## src/cmr_pkg.sv

```systemverilog
// Package of the CAN multi-frame packet reassembler: field layout, status codes,
// byte-unit operations. No dependencies.
`timescale 1ns / 1ps
`default_nettype none

package cmr_pkg;

    localparam int PACKET_BYTES_DEF = 260;

    localparam int ID_W      = 29;
    localparam int NBYTES_W  = 4;
    localparam int DATA_W    = 64;
    localparam int NODE_W    = 5;
    localparam int DEST_LSB  = 16;
    localparam int SRC_LSB   = 22;
    localparam int CNT_W     = 9;

    localparam logic [7:0]          HEAD_MARK = 8'hAA;
    localparam logic [CNT_W-1:0]    LEN_EXTRA = 9'd5;
    localparam logic [NBYTES_W-1:0] MAX_BYTES = 4'd8;
    localparam logic [NBYTES_W-1:0] MIN_FIRST = 4'd3;

    // Input tdata: frame_id, frame_bytes, frame_payload, zero padded to bytes.
    localparam int IN_BITS     = ID_W + NBYTES_W + DATA_W;
    localparam int IN_TDATA_W  = ((IN_BITS + 7) / 8) * 8;
    localparam int IN_NB_LSB   = ID_W;
    localparam int IN_PAY_LSB  = ID_W + NBYTES_W;

    // Output tdata: dest_node, src_node, chunk_data, chunk_count, zero padded.
    localparam int OUT_BITS     = 2 * NODE_W + DATA_W + NBYTES_W;
    localparam int OUT_TDATA_W  = ((OUT_BITS + 7) / 8) * 8;
    localparam int OUT_PAD_W    = OUT_TDATA_W - OUT_BITS;
    localparam int OUT_CNT_LSB  = 2 * NODE_W + DATA_W;

    typedef enum logic [2:0] {
        ST_PENDING  = 3'd0,
        ST_CHUNK    = 3'd1,
        ST_HDR_ERR  = 3'd2,
        ST_SRC_ERR  = 3'd3,
        ST_OVERRUN  = 3'd4,
        ST_SUM_ERR  = 3'd5
    } status_t;

    typedef enum logic [1:0] {
        BU_HOLD  = 2'd0,
        BU_CLEAR = 2'd1,
        BU_ADD   = 2'd2,
        BU_PACK  = 2'd3
    } bu_op_t;

endpackage

`default_nettype wire

```

## src/can_multiframe_packet_reassembler.sv

```systemverilog
// Top level of the CAN multi-frame packet reassembler: sequencer, frame
// registers and output register. Depends on cmr_pkg, cmr_ram and cmr_byte_unit.
//
// One input item is one extended CAN frame. A packet opens with a frame whose
// first byte is 0xAA; its third byte L sets the packet length to L + 5 bytes.
// Continuation frames must repeat the destination (identifier bits 20..16) and
// the source (bits 26..22). Frame bytes go into a packet RAM one byte per
// cycle; a header, destination or source error is decided at once. When a
// packet completes, the same RAM read port and one 8-bit adder walk the packet
// once for the checksum, then the port reads it again to build chunks of up to
// 8 bytes, and the input stays closed until the last chunk has been offered.
// The input is ready only while the sequencer is idle; the result sits in an
// output register, so a new frame can be taken while it waits. Every frame
// yields either one status item (pending, header or destination error, source
// error, overrun, checksum error) or the chunks of a good packet, and m_tlast
// marks the final item that a frame causes. The packet RAM needs no clearing:
// only bytes written for the current packet are ever read.
`timescale 1ns / 1ps
`default_nettype none

module can_multiframe_packet_reassembler #(
    parameter int PACKET_BYTES = cmr_pkg::PACKET_BYTES_DEF
) (
    input  wire logic                           aclk,
    input  wire logic                           aresetn,
    // Input frame channel.
    input  wire logic                           s_tvalid,
    output logic                                s_tready,
    // s_tdata, low to high: frame_id[28:0], frame_bytes[32:29],
    // frame_payload[96:33], zero pad.
    input  wire logic [cmr_pkg::IN_TDATA_W-1:0] s_tdata,
    // Result channel.
    output logic                                m_tvalid,
    input  wire logic                           m_tready,
    // m_tdata, low to high: dest_node[4:0], src_node[9:5], chunk_data[73:10],
    // chunk_count[77:74], zero pad.
    output logic [cmr_pkg::OUT_TDATA_W-1:0]     m_tdata,
    // m_tuser: status[2:0].
    output cmr_pkg::status_t                    m_tuser,
    // m_tlast: last item caused by this frame.
    output logic                                m_tlast
);
    import cmr_pkg::*;

    localparam int ADDR_W = $clog2(PACKET_BYTES);
    localparam logic [CNT_W-1:0] PB_CNT = CNT_W'(PACKET_BYTES);

    // Sequencer states, one-hot.
    typedef enum logic [7:0] {
        S_IDLE    = 8'b0000_0001,
        S_DECODE  = 8'b0000_0010,
        S_WRITE   = 8'b0000_0100,
        S_LEN     = 8'b0000_1000,
        S_SUM     = 8'b0001_0000,
        S_CHUNK   = 8'b0010_0000,
        S_CH_EMIT = 8'b0100_0000,
        S_ST_EMIT = 8'b1000_0000
    } state_t;

    state_t               state_reg, state_next;
    logic                 receiving_reg, receiving_next;
    logic [NODE_W-1:0]    held_dest_reg, held_dest_next;
    logic [NODE_W-1:0]    held_src_reg, held_src_next;
    logic [CNT_W-1:0]     rcvd_reg, rcvd_next;
    logic [CNT_W-1:0]     need_reg, need_next;

    // Registered frame fields.
    logic [NODE_W-1:0]    fd_reg, fd_next;
    logic [NODE_W-1:0]    fs_reg, fs_next;
    logic [NBYTES_W-1:0]  rem_reg, rem_next;
    logic [DATA_W-1:0]    pay_reg, pay_next;
    status_t              stat_reg, stat_next;

    // Read walk over the packet RAM.
    logic [CNT_W-1:0]     ra_reg, ra_next;
    logic                 issue_done_reg, issue_done_next;
    logic                 rd_vld_reg, rd_vld_next;
    logic                 rd_end_reg, rd_end_next;
    logic                 rd_fin_reg, rd_fin_next;
    logic [2:0]           rd_low_reg, rd_low_next;

    // Output register.
    logic                   m_tvalid_reg, m_tvalid_next;
    logic [OUT_TDATA_W-1:0] m_tdata_reg, m_tdata_next;
    status_t                m_tuser_reg, m_tuser_next;
    logic                   m_tlast_reg, m_tlast_next;

    logic                 out_free;
    logic [NBYTES_W-1:0]  in_nbytes;
    logic [NBYTES_W-1:0]  in_nsat;
    logic                 hdr_bad;
    logic [CNT_W-1:0]     need_calc;
    logic [CNT_W-1:0]     need_m1;
    logic [CNT_W-1:0]     need_m2;
    logic                 issue;
    logic                 ram_we;
    logic [7:0]           ram_rdata;
    bu_op_t               bu_op;
    logic [7:0]           bu_acc;
    logic [63:0]          bu_chunk;
    logic [NBYTES_W-1:0]  emit_cnt;

    assign out_free  = !m_tvalid_reg || m_tready;
    assign in_nbytes = s_tdata[IN_NB_LSB +: NBYTES_W];
    assign in_nsat   = (in_nbytes > MAX_BYTES) ? MAX_BYTES : in_nbytes;
    assign hdr_bad   = (rem_reg < MIN_FIRST) || (pay_reg[7:0] != HEAD_MARK);
    assign need_calc = {1'b0, pay_reg[23:16]} + LEN_EXTRA;
    assign need_m1   = need_reg - CNT_W'(1);
    assign need_m2   = need_reg - CNT_W'(2);
    assign issue     = (state_reg == S_SUM || state_reg == S_CHUNK) && !issue_done_reg;
    assign ram_we    = (state_reg == S_WRITE) && (rem_reg != '0) && (rcvd_reg < PB_CNT);
    assign emit_cnt  = NBYTES_W'({1'b0, rd_low_reg}) + NBYTES_W'(1);

    cmr_ram #(
        .WIDTH (8),
        .DEPTH (PACKET_BYTES)
    ) u_store (
        .aclk  (aclk),
        .we    (ram_we),
        .waddr (rcvd_reg[ADDR_W-1:0]),
        .wdata (pay_reg[7:0]),
        .raddr (ra_reg[ADDR_W-1:0]),
        .rdata (ram_rdata)
    );

    cmr_byte_unit u_bytes (
        .aclk  (aclk),
        .op    (bu_op),
        .idx   (rd_low_reg),
        .din   (ram_rdata),
        .acc   (bu_acc),
        .chunk (bu_chunk)
    );

    always_comb begin
        state_next      = state_reg;
        receiving_next  = receiving_reg;
        held_dest_next  = held_dest_reg;
        held_src_next   = held_src_reg;
        rcvd_next       = rcvd_reg;
        need_next       = need_reg;
        fd_next         = fd_reg;
        fs_next         = fs_reg;
        rem_next        = rem_reg;
        pay_next        = pay_reg;
        stat_next       = stat_reg;
        ra_next         = ra_reg;
        issue_done_next = issue_done_reg;
        m_tvalid_next   = m_tvalid_reg && !m_tready;
        m_tdata_next    = m_tdata_reg;
        m_tuser_next    = m_tuser_reg;
        m_tlast_next    = m_tlast_reg;
        bu_op           = BU_HOLD;

        // Every read issued in the walk is tagged for the cycle its data returns.
        // The byte position and the final-byte flag hold until the next read.
        rd_vld_next = issue;
        rd_low_next = issue ? ra_reg[2:0] : rd_low_reg;
        rd_fin_next = issue ? (ra_reg == need_m1) : rd_fin_reg;
        rd_end_next = (state_reg == S_SUM) ? (ra_reg == need_m2)
                                           : ((ra_reg[2:0] == 3'd7) || (ra_reg == need_m1));
        if (issue) begin
            ra_next = ra_reg + CNT_W'(1);
            if (rd_end_next) begin
                issue_done_next = 1'b1;
            end
        end

        unique case (state_reg)
            S_IDLE: begin
                if (s_tvalid) begin
                    fd_next    = s_tdata[DEST_LSB +: NODE_W];
                    fs_next    = s_tdata[SRC_LSB +: NODE_W];
                    rem_next   = in_nsat;
                    pay_next   = s_tdata[IN_PAY_LSB +: DATA_W];
                    state_next = S_DECODE;
                end
            end
            S_DECODE: begin
                if (!receiving_reg) begin
                    need_next = need_calc;
                    if (hdr_bad) begin
                        stat_next  = ST_HDR_ERR;
                        state_next = S_ST_EMIT;
                    end else if (need_calc > PB_CNT) begin
                        stat_next  = ST_OVERRUN;
                        state_next = S_ST_EMIT;
                    end else begin
                        held_dest_next = fd_reg;
                        held_src_next  = fs_reg;
                        rcvd_next      = '0;
                        receiving_next = 1'b1;
                        state_next     = S_WRITE;
                    end
                end else if (fd_reg != held_dest_reg) begin
                    receiving_next = 1'b0;
                    stat_next      = ST_HDR_ERR;
                    state_next     = S_ST_EMIT;
                end else if (fs_reg != held_src_reg) begin
                    receiving_next = 1'b0;
                    stat_next      = ST_SRC_ERR;
                    state_next     = S_ST_EMIT;
                end else begin
                    state_next = S_WRITE;
                end
            end
            S_WRITE: begin
                if (rem_reg != '0) begin
                    rcvd_next = rcvd_reg + CNT_W'(1);
                    pay_next  = pay_reg >> 8;
                    rem_next  = rem_reg - NBYTES_W'(1);
                end else begin
                    state_next = S_LEN;
                end
            end
            S_LEN: begin
                if (rcvd_reg > need_reg) begin
                    receiving_next = 1'b0;
                    stat_next      = ST_OVERRUN;
                    state_next     = S_ST_EMIT;
                end else if (rcvd_reg < need_reg) begin
                    stat_next  = ST_PENDING;
                    state_next = S_ST_EMIT;
                end else begin
                    // Checksum covers bytes 1 .. need-3 and is compared to need-2.
                    receiving_next  = 1'b0;
                    ra_next         = CNT_W'(1);
                    issue_done_next = 1'b0;
                    bu_op           = BU_CLEAR;
                    state_next      = S_SUM;
                end
            end
            S_SUM: begin
                if (rd_vld_reg) begin
                    if (rd_end_reg) begin
                        if (bu_acc == ram_rdata) begin
                            ra_next         = '0;
                            issue_done_next = 1'b0;
                            bu_op           = BU_CLEAR;
                            state_next      = S_CHUNK;
                        end else begin
                            stat_next  = ST_SUM_ERR;
                            state_next = S_ST_EMIT;
                        end
                    end else begin
                        bu_op = BU_ADD;
                    end
                end
            end
            S_CHUNK: begin
                if (rd_vld_reg) begin
                    bu_op = BU_PACK;
                    if (rd_end_reg) begin
                        state_next = S_CH_EMIT;
                    end
                end
            end
            S_CH_EMIT: begin
                // rd_low_reg and rd_fin_reg still describe the chunk's final byte.
                if (out_free) begin
                    m_tvalid_next   = 1'b1;
                    m_tuser_next    = ST_CHUNK;
                    m_tlast_next    = rd_fin_reg;
                    m_tdata_next    = {{OUT_PAD_W{1'b0}}, emit_cnt, bu_chunk,
                                       held_src_reg, held_dest_reg};
                    bu_op           = BU_CLEAR;
                    issue_done_next = 1'b0;
                    state_next      = rd_fin_reg ? S_IDLE : S_CHUNK;
                end
            end
            S_ST_EMIT: begin
                if (out_free) begin
                    m_tvalid_next = 1'b1;
                    m_tuser_next  = stat_reg;
                    m_tlast_next  = 1'b1;
                    m_tdata_next  = {{OUT_PAD_W{1'b0}}, {NBYTES_W{1'b0}}, {DATA_W{1'b0}},
                                     fs_reg, fd_reg};
                    state_next    = S_IDLE;
                end
            end
            default: begin
                state_next = S_IDLE;
            end
        endcase
    end

    always_ff @(posedge aclk) begin
        if (!aresetn) begin
            state_reg      <= S_IDLE;
            receiving_reg  <= 1'b0;
            held_dest_reg  <= '0;
            held_src_reg   <= '0;
            rcvd_reg       <= '0;
            need_reg       <= '0;
            issue_done_reg <= 1'b1;
            rd_vld_reg     <= 1'b0;
            m_tvalid_reg   <= 1'b0;
        end else begin
            state_reg      <= state_next;
            receiving_reg  <= receiving_next;
            held_dest_reg  <= held_dest_next;
            held_src_reg   <= held_src_next;
            rcvd_reg       <= rcvd_next;
            need_reg       <= need_next;
            issue_done_reg <= issue_done_next;
            rd_vld_reg     <= rd_vld_next;
            m_tvalid_reg   <= m_tvalid_next;
        end
    end

    always_ff @(posedge aclk) begin
        fd_reg      <= fd_next;
        fs_reg      <= fs_next;
        rem_reg     <= rem_next;
        pay_reg     <= pay_next;
        stat_reg    <= stat_next;
        ra_reg      <= ra_next;
        rd_end_reg  <= rd_end_next;
        rd_fin_reg  <= rd_fin_next;
        rd_low_reg  <= rd_low_next;
        m_tdata_reg <= m_tdata_next;
        m_tuser_reg <= m_tuser_next;
        m_tlast_reg <= m_tlast_next;
    end

    assign s_tready = (state_reg == S_IDLE);
    assign m_tvalid = m_tvalid_reg;
    assign m_tdata  = m_tdata_reg;
    assign m_tuser  = m_tuser_reg;
    assign m_tlast  = m_tlast_reg;

endmodule

`default_nettype wire

```

## src/cmr_ram.sv

```systemverilog
// Generic single-write, single-read RAM with a registered read port.
// No dependencies.
`timescale 1ns / 1ps
`default_nettype none

module cmr_ram #(
    parameter int WIDTH = 8,
    parameter int DEPTH = 260
) (
    input  wire logic                     aclk,
    input  wire logic                     we,
    input  wire logic [$clog2(DEPTH)-1:0] waddr,
    input  wire logic [WIDTH-1:0]         wdata,
    input  wire logic [$clog2(DEPTH)-1:0] raddr,
    output logic      [WIDTH-1:0]         rdata
);

    logic [WIDTH-1:0] mem [DEPTH];

    always_ff @(posedge aclk) begin
        if (we) begin
            mem[waddr] <= wdata;
        end
        rdata <= mem[raddr];
    end

endmodule

`default_nettype wire

```

## src/cmr_byte_unit.sv

```systemverilog
// Shared byte unit: 8-bit checksum accumulator and chunk packing register.
// Depends on cmr_pkg.
`timescale 1ns / 1ps
`default_nettype none

module cmr_byte_unit (
    input  wire logic            aclk,
    input  wire cmr_pkg::bu_op_t op,
    input  wire logic [2:0]      idx,
    input  wire logic [7:0]      din,
    output logic      [7:0]      acc,
    output logic      [63:0]     chunk
);
    import cmr_pkg::*;

    logic [7:0]  acc_reg, acc_next;
    logic [63:0] chunk_reg, chunk_next;

    always_comb begin
        acc_next   = acc_reg;
        chunk_next = chunk_reg;
        case (op)
            BU_CLEAR: begin
                acc_next   = 8'd0;
                chunk_next = 64'd0;
            end
            BU_ADD: begin
                acc_next = acc_reg + din;
            end
            BU_PACK: begin
                chunk_next[{idx, 3'b000} +: 8] = din;
            end
            default: begin
            end
        endcase
    end

    always_ff @(posedge aclk) begin
        acc_reg   <= acc_next;
        chunk_reg <= chunk_next;
    end

    assign acc   = acc_reg;
    assign chunk = chunk_reg;

endmodule

`default_nettype wire

```

## config.mk

```make
export PLATFORM = sky130hd
export DESIGN_NAME = can_multiframe_packet_reassembler
export DESIGN_NICKNAME = d
export VERILOG_FILES = /design/src/cmr_pkg.sv /design/src/can_multiframe_packet_reassembler.sv /design/src/cmr_ram.sv /design/src/cmr_byte_unit.sv
export SDC_FILE = /design/constraint.sdc
export NUM_CORES = 2
export LEC_CHECK = 0
export BUFFER_PORTS_ARGS = -buffer_cell sky130_fd_sc_hd__buf_2
export CORE_MARGIN = 3
export CORE_UTILIZATION = 35
export DETAILED_ROUTE_END_ITERATION = 10
export MAX_ROUTING_LAYER = met4
export PLACE_DENSITY_LB_ADDON = 0.25
export SETUP_SLACK_MARGIN = 0.15
export SLEW_MARGIN = 20
export SYNTH_ARGS = -nofsm -noshare
export SYNTH_HDL_FRONTEND = slang
export SYNTH_SLANG_ARGS = --single-unit
```

## constraint.sdc

```tcl
create_clock -name aclk -period 5.6 [get_ports aclk]
set_clock_uncertainty 0.05 [all_clocks]
set_input_delay 0 -clock aclk [delete_from_list [all_inputs] [get_ports aclk]]
set_output_delay 0 -clock aclk [all_outputs]
set_load 0.05 [all_outputs]
```

==> impl_metrics.py <==
metrics = {
    "finish": {
        "layout_common_cells": "edfxtp_1, mux4_2, nor2_1",
        "largest_reg_flops": 2080,
        "instances_no_fill": 9158,
        "fillers": 23800,
        "nets": 5550,
        "syn_to_final_growth_pct": 15.4,
        "drive_above_1_share": 0.225,
        "regArea_um2": 70800,
        "layout_commonest_cell": "edfxtp_1",
        "multi_input_area_um2": 22500,
        "stdcell_area_um2": 110000,
    },
    "cts": {
        "cts_tree": "built",
        "root_buffer": "clkbuf_16",
        "htreeDepth": 4,
        "clk_pin_slew_ns": 0.06,
        "ctsResizeCount": 0,
        "cts.sinks": 2377,
        "cts_hold_buf": 162,
        "cts_buffer_depth": 3,
        "cts_setup_buffers": 0,
        "cts_made_buffers": 240,
        "clk_latency_ns": 0.90,
    },
    "worst_setup_path": {
        "arrival_ns": 4.91,
        "reg2reg_depth": 9,
        "start_kind": "flip-flop",
        "cp.required_ns": 6.29,
        "end_kind": "flip-flop",
        "critPathMaxFanout": 55,
        "critical_path_class": "flip-flop to flip-flop",
    },
    "grt": {
        "grt_pass1_wl_mm": 373,
        "overflow": 0,
        "grt_max_degree": 220,
        "grt_use_total": 0.191,
        "antenna_found_initial": 12,
        "grt_pass1_vias": 49900,
    },
    "sta": {
        "fin_setup_tns_ns": 0,
        "setup_viol": 0,
        "fin_crit_ns": 4.22,
        "grt_setup_unrepaired": "false",
        "report.final.slew_viol_count": 0,
        "max_freq_ghz": 0.237,
        "slew_headroom": 0.185,
        "finalHoldViolations": 0,
        "period_share": 0.754,
        "fin_ws_ns": 1.38,
        "worstMarginPinSlew_ns": 1.22,
    },
    "routing": {
        "drt_iter0_drc": 5625,
        "route.vias.total": 49800,
        "ant_nets": 0,
        "wl_per_cell_um": 28.5,
        "first_pass_iters": 6,
        "drc": 0,
        "wirelength_mm": 261,
        "via_per_inst": 5.44,
    },
    "logic_synthesis": {
        "synth.cell_area_um2": 94900,
        "ys.flop_type": "edfxtp_1",
        "ys_warn_count": 0,
        "synth.distinct_cells": 84,
        "netlist_instances": 4952,
        "yosysTopAreaCell": "edfxtp_1",
        "synthArstFlopShare": 0,
        "synthTopCellsByArea": "edfxtp_1, mux4_2, mux2i_1",
        "yosys.area.top_type_share": 0.733,
        "avgSynthCellArea_um2": 19.2,
        "synth_edf_count": 2319,
        "synth-seq-cells": 2377,
        "yosysSeqAreaShare": 0.746,
    },
    "placement": {
        "dp.cells": 8550,
        "detailedPlace.worstSlack_ns": 1.39,
        "dpl.hpwl_mm": 158,
        "place_area_um2": 100000,
        "routabilityCongestion": 0.830,
        "port-buffer-count": 165,
    },
    "die": {
        "die_x_um": 527,
        "coreArea_um2": 269000,
        "rows": 190,
        "start_util": 0.353,
        "die_h_um": 527,
        "io_pins": 194,
        "dieArea_um2": 278000,
    },
    "power": {
        "p_switching_mw": 8.79,
        "vdd_drop_max_v": 0.000361,
        "p_sw_frac": 0.228,
        "pwr-share-clk": 0.406,
        "leakage_nw": 33.7,
        "seq_power_share": 0.531,
        "p_total_mw": 38.5,
        "pwr_density_cell_nw_per_um2": 351,
        "power_frac_comb": 0.064,
        "p_int_mw": 29.7,
    },
    "hold_path": {
        "holdPathStages": 4,
        "hp-class": "input port to flip-flop",
    },
    "flow_run": {
        "maxCapViolCount": 0,
    },
    "status": {
        "outcome": "finished, final reports clean",
    },
}
final timing paths:
| check | slack [ns] | startpoint | to |
|---|---|---|---|
| min | 0.12 | m_tready | m_tvalid |
| max | 1.38 | ra_reg[1] | u_store.rdata[2] |
| min reg2reg | 0.46 | stat_reg[0] | m_tuser[0] |
| max reg2reg | 1.38 | ra_reg[1] | u_store.rdata[2] |
worst max-delay path, stage by stage (launching register included):
cell       delay, ns
dfxtp_4         0.90
buf_12          0.39
buf_4           0.30
mux4_2          0.34
a22oi_1         0.33
a21boi_0        0.26
nor4_1          0.67
a2bb2oi_1       0.29
a21o_1          0.26
a31oi_1         0.12
kinds of logic (layout without fill, tap and decap cells):
group / after synthesis / in the layout / share of synthesized area
buf+inv: 323 / 971 / 0.0184
flops: 2377 / 2377 / 0.746
xor+xnor: 49 / 49 / 0.00452
mux: 750 / 750 / 0.145
simple gates: 968 / 968 / 0.0475
compound gates: 445 / 445 / 0.0331
fa+ha+maj: 39 / 39 / 0.00522
other cells: 1 / 7 / 0.0000395
metrics by stage:
step / utilization / hold WS, ns
after floorplan: - / 0.0489
after global placement: 0.373 / 0.130
after detailed placement: 0.373 / 0.129
after CTS: 0.407 / 0.0415
after global routing: 0.407 / 0.0855
final: 0.407 / 0.118
area by class of cell:
cell class | instances | area share
flip-flops and latches | 2377 | 0.646
multi-input cells | 2253 | 0.205
clock buffers | 284 | 0.0565
well taps | 3552 | 0.0406
repair buffers | 492 | 0.0367
clock inverters | 156 | 0.0132
inverters | 39 | 0.00139
diodes | 5 | 0.000114
power groups by stage:
stage | Sequential [mW] | Combinational, mW | Clock [mW]
floorplan | 21.2 | 1.01 | 0
global placement | 20.8 | 2.32 | 0
detailed placement | 20.8 | 2.37 | 0
CTS | 20.4 | 2.47 | 15.9
global route | 20.4 | 2.63 | 16.6
finish | 20.4 | 2.45 | 15.6
cell usage after synthesis (all sizes together) (13+ instances only):
library cell and number:
edfxtp 2319, mux4 495, nor2 377, nand2 229, mux2i 178, clkbuf 145, buf 139, nor2b 106
nand3 82, mux2 77, a21oi 73, a22oi 58, dfxtp 58, a21boi 49, o21ai 46, ha 38
and2 37, inv 37, xnor2 29, o22ai 27, o221ai 26, nor3 24, a211oi 22, a31oi 22
a221oi 20, xor2 20, nand4 19, and3 15, nand2b 14, a22o 13, nor4 13
routing by layer:
layer	vias up	share of wire	track usage
met2	1813	0.47	0.292
met4	0	0.027	0.0518
met3	399	0.064	0.0286
met1	26600	0.44	0.267
met5	-	0	-
li1	21000	-	-
(Power assumes the default switching activity.)
